## config.mk

```make
export PLATFORM = sky130hd
export DESIGN_NAME = mrgs_ctrl
export DESIGN_NICKNAME = d
export VERILOG_FILES = /design/src/design/mrgs_pkg.sv /design/src/design/mrgs_ctrl.sv
export SDC_FILE = /design/constraint.sdc
export NUM_CORES = 1
export LEC_CHECK = 0
export ABC_CLOCK_PERIOD_IN_PS = 1200
export BUFFER_PORTS_ARGS = -buffer_cell sky130_fd_sc_hd__buf_4
export CORE_AREA = 5 5 42 44
export CTS_CLUSTER_DIAMETER = 30
export DETAILED_ROUTE_END_ITERATION = 8
export DIE_AREA = 0 0 47 49
export PLACE_DENSITY_LB_ADDON = 0.3
export SYNTH_ARGS = -nofsm -noshare
export SYNTH_HDL_FRONTEND = slang
export SYNTH_SLANG_ARGS = --single-unit
export TNS_END_PERCENT = 50
```

## constraint.sdc

```tcl
create_clock -name clk_i -period 1.2 [get_ports clk_i]
set_input_delay 0.18 -clock clk_i [delete_from_list [all_inputs] [get_ports clk_i]]
set_output_delay 0.18 -clock clk_i [all_outputs]
set_load 0.03 [all_outputs]
```

## src/design/mrgs_pkg.sv

```systemverilog
`default_nettype none

package mrgs_pkg;

  // commands from the controller to the datapath
  typedef struct packed {
    logic load;        // input word taken
    logic start;       // input word taken and it closes the batch
    logic setup;       // open the next merge segment
    logic merge;       // one merge step
    logic emit;        // read port follows the emit pointer
    logic emit_prime;  // rewind the emit pointer
    logic emit_adv;    // output word taken
    logic clear;       // batch done
  } cmd_t;

  // status from the datapath to the controller
  typedef struct packed {
    logic cnt_zero;    // buffer still empty
    logic seg_end;     // this merge step writes the last word of the segment
    logic pass_end;    // current segment is the last of the pass
    logic sort_end;    // the run after this pass covers the whole batch
    logic emit_last;   // word on the output is the last of the batch
  } sts_t;

endpackage

`default_nettype wire

```

## src/design/mrgs_ctrl.sv

```systemverilog
`default_nettype none

module mrgs_ctrl (
  input  wire logic           clk_i,
  input  wire logic           rst_ni,
  input  wire logic           in_valid_i,
  input  wire logic           in_last_i,
  output logic                in_ready_o,
  output logic                out_valid_o,
  input  wire logic           out_ready_i,
  input  wire mrgs_pkg::sts_t sts_i,
  output mrgs_pkg::cmd_t      cmd_o
);
  import mrgs_pkg::*;

  localparam logic [2:0] ST_LOAD  = 3'd0;
  localparam logic [2:0] ST_SETUP = 3'd1;
  localparam logic [2:0] ST_MERGE = 3'd2;
  localparam logic [2:0] ST_PRIME = 3'd3;
  localparam logic [2:0] ST_EMIT  = 3'd4;

  logic [2:0] state_q, state_d;

  always_comb begin
    state_d     = state_q;
    cmd_o       = '0;
    in_ready_o  = 1'b0;
    out_valid_o = 1'b0;
    case (state_q)
      ST_LOAD: begin
        in_ready_o = 1'b1;
        cmd_o.load = in_valid_i;
        if (in_valid_i && in_last_i) begin
          cmd_o.start = 1'b1;
          // a batch of one word needs no merging
          state_d = sts_i.cnt_zero ? ST_PRIME : ST_SETUP;
        end
      end
      ST_SETUP: begin
        cmd_o.setup = 1'b1;
        state_d     = ST_MERGE;
      end
      ST_MERGE: begin
        cmd_o.merge = 1'b1;
        if (sts_i.seg_end) begin
          state_d = (sts_i.pass_end && sts_i.sort_end) ? ST_PRIME : ST_SETUP;
        end
      end
      ST_PRIME: begin
        cmd_o.emit       = 1'b1;
        cmd_o.emit_prime = 1'b1;
        state_d          = ST_EMIT;
      end
      ST_EMIT: begin
        cmd_o.emit     = 1'b1;
        out_valid_o    = 1'b1;
        cmd_o.emit_adv = out_ready_i;
        if (out_ready_i && sts_i.emit_last) begin
          cmd_o.clear = 1'b1;
          state_d     = ST_LOAD;
        end
      end
      default: begin
        state_d = ST_LOAD;
      end
    endcase
  end

  always_ff @(posedge clk_i or negedge rst_ni) begin
    if (!rst_ni) begin
      state_q <= ST_LOAD;
    end else begin
      state_q <= state_d;
    end
  end

endmodule

`default_nettype wire

```

======== Yosys cells after proc, flatten, opt, wreduce, memory -nomap -nowiden ========
Index checks and enable logic that the tools add are counted.
Widths: inputs -> output; s select.
storage, ports and cells
  register bits ........................... 3
  output and inout bits ................... 10
  word-level logic and storage cells ...... 30
cells by class
  muxes and demuxes ....................... 16
  equality and inequality tests ........... 7
  reduce and logical (&&, ||, !) cells .... 6
operators by type and width
  operator            count
  $pmux 3 s5          1
  $mux 3              3
  $mux 1              8
  $mux 2              4
  $eq 3x2->1 const B  2
  $ne 2x2->1 const B  3
  $eq 3x1->1 const B  1
  $eq 3x3->1 const B  1
  $logic_and 1x1->1   3
  $logic_not 3->1     1
  $reduce_and 3->1    1
  $reduce_or 2->1     1

======== Depth between registers and ports, before layout ========
  word-level depth ........................ 4
  gate-level depth with buffers ........... 4
  depth with buffers taken out ............ 3

======== Worst setup path before layout ========
Ideal clock, no wire load.
  kind .................................... register to output
  start ................................... reg state_q[1]
  end ..................................... out cmd_o[6] in the netlist's numbering
  slack ................................... -664 ps
  data arrival time ....................... 1684 ps
  required time ........................... 1020 ps
  cell stages (with the launch flop) ...... 4
  path through ............................ dfrtp_1 -> buf_6 -> nor3_1 -> and3_1
RTL lines
  item                    line             RTL
  start, declared         mrgs_ctrl.sv:22  logic [2:0] state_q, state_d;
  start signal, assigned  mrgs_ctrl.sv:73  state_q <= state_d;
  end, declared           mrgs_ctrl.sv:12  output mrgs_pkg::cmd_t cmd_o

==> impl_metrics.py <==
metrics = {
    "worst_setup_path": {
        "reg2reg_to": "state_q[1]$_DFFE_PN0P_",
        "critPathLaunchType": "flop",
        "crit_type": "reg2out",
        "critPathRequiredTime_ns": 1.02,
        "end_kind": "primary output",
        "ff2ff_path_depth": 4,
        "crit_slowest_cell": "or3b_4",
        "rr_startpoint": "state_q[2]$_DFFE_PN0P_",
        "cp.arrival_ns": 1.34,
        "worst-path-max-fanout": 3,
        "crit_chain": "or3b_4, clkinv_4, and2_4, buf_6",
        "crit_path_max_incr_delay_ns": 0.42,
        "ff2ff_setup_slack_ns": 0.07,
    },
    "routing": {
        "wl_um": 715,
        "avgViaCountPerCell": 4.04,
        "vias": 283,
        "routed.top_layer": "met4",
        "routedWlPerCell_um": 10.2,
        "drc": 0,
        "route.met2.wl_um": 428,
        "drtAntennaViolNets": 0,
        "met1_length_um": 258,
        "dr.pass1.iters": 4,
        "wl_met3_um": 15,
        "drtIter0Drc": 3,
    },
    "yosys": {
        "yosys_warnings": 0,
        "synth_area_leaders": "dfrtp_1 34%, and2_1 11%, a311oi_1 7.9%",
        "async_flop_share_pct": 100,
        "synth_top_area_share_pct": 33.9,
        "syn_area_per_cell_um2": 8.86,
        "synth_fp_nets": 35,
        "syn_inst": 25,
        "yosysMostFrequentCell": "and2_1",
        "synth_top_cell_by_area": "dfrtp_1",
        "synth-seq-cells": 3,
        "syn-cell-area_um2": 221,
        "ys.flop_type": "dfrtp_1",
        "synth_common_cells": "4 x and2_1, 3 x dfrtp_1, 3 x nand2_1",
        "synth_edf_count": 0,
        "yosys.cell_types.count": 15,
        "seq_area_frac_synth_pct": 33.9,
    },
    "die": {
        "die_y_um": 49,
        "ios": 20,
        "die_w_um": 47,
        "die_area_um2": 2300,
        "initial_utilization_pct": 15.8,
        "core_region_area_um2": 1400,
        "std_cell_rows": 14,
    },
    "min_path": {
        "whs_path_depth": 2,
        "min_path_type": "in2reg",
        "holdPathEnd": "state_q[1]$_DFFE_PN0P_",
        "min_from": "sts_i[3]",
    },
    "clocking": {
        "cts_tree": "built",
        "clkTransAtPathRegs_ns": 0.03,
        "root_buffer": "clkbuf_4",
        "clock-sinks": 3,
        "post_cts_buffers": 0,
        "max-clock-path-buffers": 2,
        "insertion_delay_ns": 0.23,
        "cts_made_buffers": 3,
        "htreeDepth": 1,
    },
    "power_and_ir_drop": {
        "power_density_nw_per_um2": 2740,
        "p_leak_nw": 0.271,
        "peakVddDrop_uv": 1260,
    },
    "layout": {
        "fill_cells": 154,
        "top_regs": "state_q: 3 flops",
        "regMostFlops": "state_q",
        "final_cell_area_um2": 528,
        "fin_cells": 70,
        "drive_gt1_share_pct": 72.2,
        "area_delta_synth_final_pct": 138,
        "largest_reg_flops": 3,
        "n_antenna_cell": 0,
        "nets": 65,
    },
    "sta": {
        "hold_viol": 0,
        "drv_slew": 0,
        "fin_crit_sh_pct": 127,
        "setup_ws_ns": -0.322,
        "min_period_ns": 1.52,
        "fmax_mhz": 657,
        "clock_skew_ns": 0.00447,
        "fin_setup_tns_ns": -2.15,
        "tightest_slew_ns": 0.246,
        "rsz0062_at_grt": "yes",
        "setup_viol": 10,
        "slew_headroom_pct": 83.5,
    },
    "placement": {
        "gp_congestion": 0.683,
        "place_inst": 65,
        "post_dp_cell_area_um2": 449,
        "post-dp-hpwl_um": 580,
        "port_buffers": 19,
        "place_ws_ns": -0.124,
    },
    "grt": {
        "antenna_found_initial": 0,
        "grt_start_max_net_pins": 10,
        "overflow": 0,
        "grt_first_pass_wirelength_um": 1250,
        "grt_usage_pct": 7.62,
        "grt_pass1_vias": 314,
    },
    "flow_run": {
        "cap_viol_max_count": 0,
    },
    "status": {
        "failed_checks": "setup timing",
        "status": "finished with violations",
    },
}
[routing by layer]
| metal | GRT usage, % | vias up |
|---|---|---|
| li1 | - | 147 |
| met2 | 11.5 | 6 |
| met4 | 6.91 | 0 |
| met3 | 1.48 | 2 |
| met1 | 8.39 | 128 |
| met5 | 0 | - |
[layout by cell type, fill, tap and decap left out, types with 2 or more instances in the layout]
cell,n
nand2_1,3
nor3b_2,2
nand3b_1,2
buf_4,15
a311oi_1,2
and2_4,3
buf_6,10
dfrtp_2,2
clkbuf_4,3
[cells by family (layout without fill, tap and decap cells)]
family | after synthesis | after routing | synth area share, %
and+or+nand+nor | 14 | 14 | 40.1
AOI/OAI and AO/OA | 5 | 5 | 17.5
DFF | 3 | 3 | 33.9
buffers and inverters | 3 | 32 | 8.47
[final cells by class]
| class | count | area, µm² | area share [%] |
|---|---|---|---|
| Timing Repair Buffer | 26 | 235 | 44.5 |
| Multi-Input combinational cell | 19 | 156 | 29.6 |
| Sequential cell | 3 | 77.6 | 14.7 |
| Clock buffer | 4 | 26.3 | 4.98 |
| Tap cell | 16 | 20.0 | 3.79 |
| Inverter | 2 | 12.5 | 2.37 |
[how the worst max path moves through the flow]
stage | start | endpoint | slack [ns] | depth (start not counted)
finish | state_q[0]$_DFFE_PN0P_ | cmd_o[0] | -0.32 | 4
global route | state_q[0]$_DFFE_PN0P_ | cmd_o[1] | -0.36 | 4
detailed placement | state_q[0]$_DFFE_PN0P_ | cmd_o[0] | -0.12 | 4
global placement | state_q[0]$_DFFE_PN0P_ | cmd_o[0] | -0.12 | 4
floorplan | state_q[2]$_DFFE_PN0P_ | cmd_o[6] | -0.19 | 2
CTS | state_q[1]$_DFFE_PN0P_ | cmd_o[0] | -0.33 | 4
[critical path: cells and delay by family (launching register included)]
kind | cells | cell delay [ns]
DFF | 1 | 0.39
buffers and inverters | 2 | 0.18
and+or+nand+nor | 2 | 0.54
[report_power, final]
part / total, mW / switching, mW / internal (mW)
registers: 0.181 / 0.0274 / 0.154
clock network: 0.174 / 0.0493 / 0.124
logic: 1.09 / 0.555 / 0.536
[through the flow]
step	power (mW)	util [%]	hold slack, ns
6_report	1.45	37.7	0.158
5_1_grt	1.54	37.7	0.165
4_1_cts	1.46	37.4	0.156
3_5_place_dp	1.17	32.1	-0.0277
3_3_place_gp	1.18	32.1	-0.0272
2_1_floorplan	0.803	-	-0.116
[what timing repair did]
item,CTS,global route
hold buffers,1,0
gates resized for setup,10,2
endpoints found under the setup margin,10,10
gates cloned,0,0
endpoints found under the hold margin,3,0
pin swaps,3,2
Note: power is estimated with default switching activity, not from simulation.
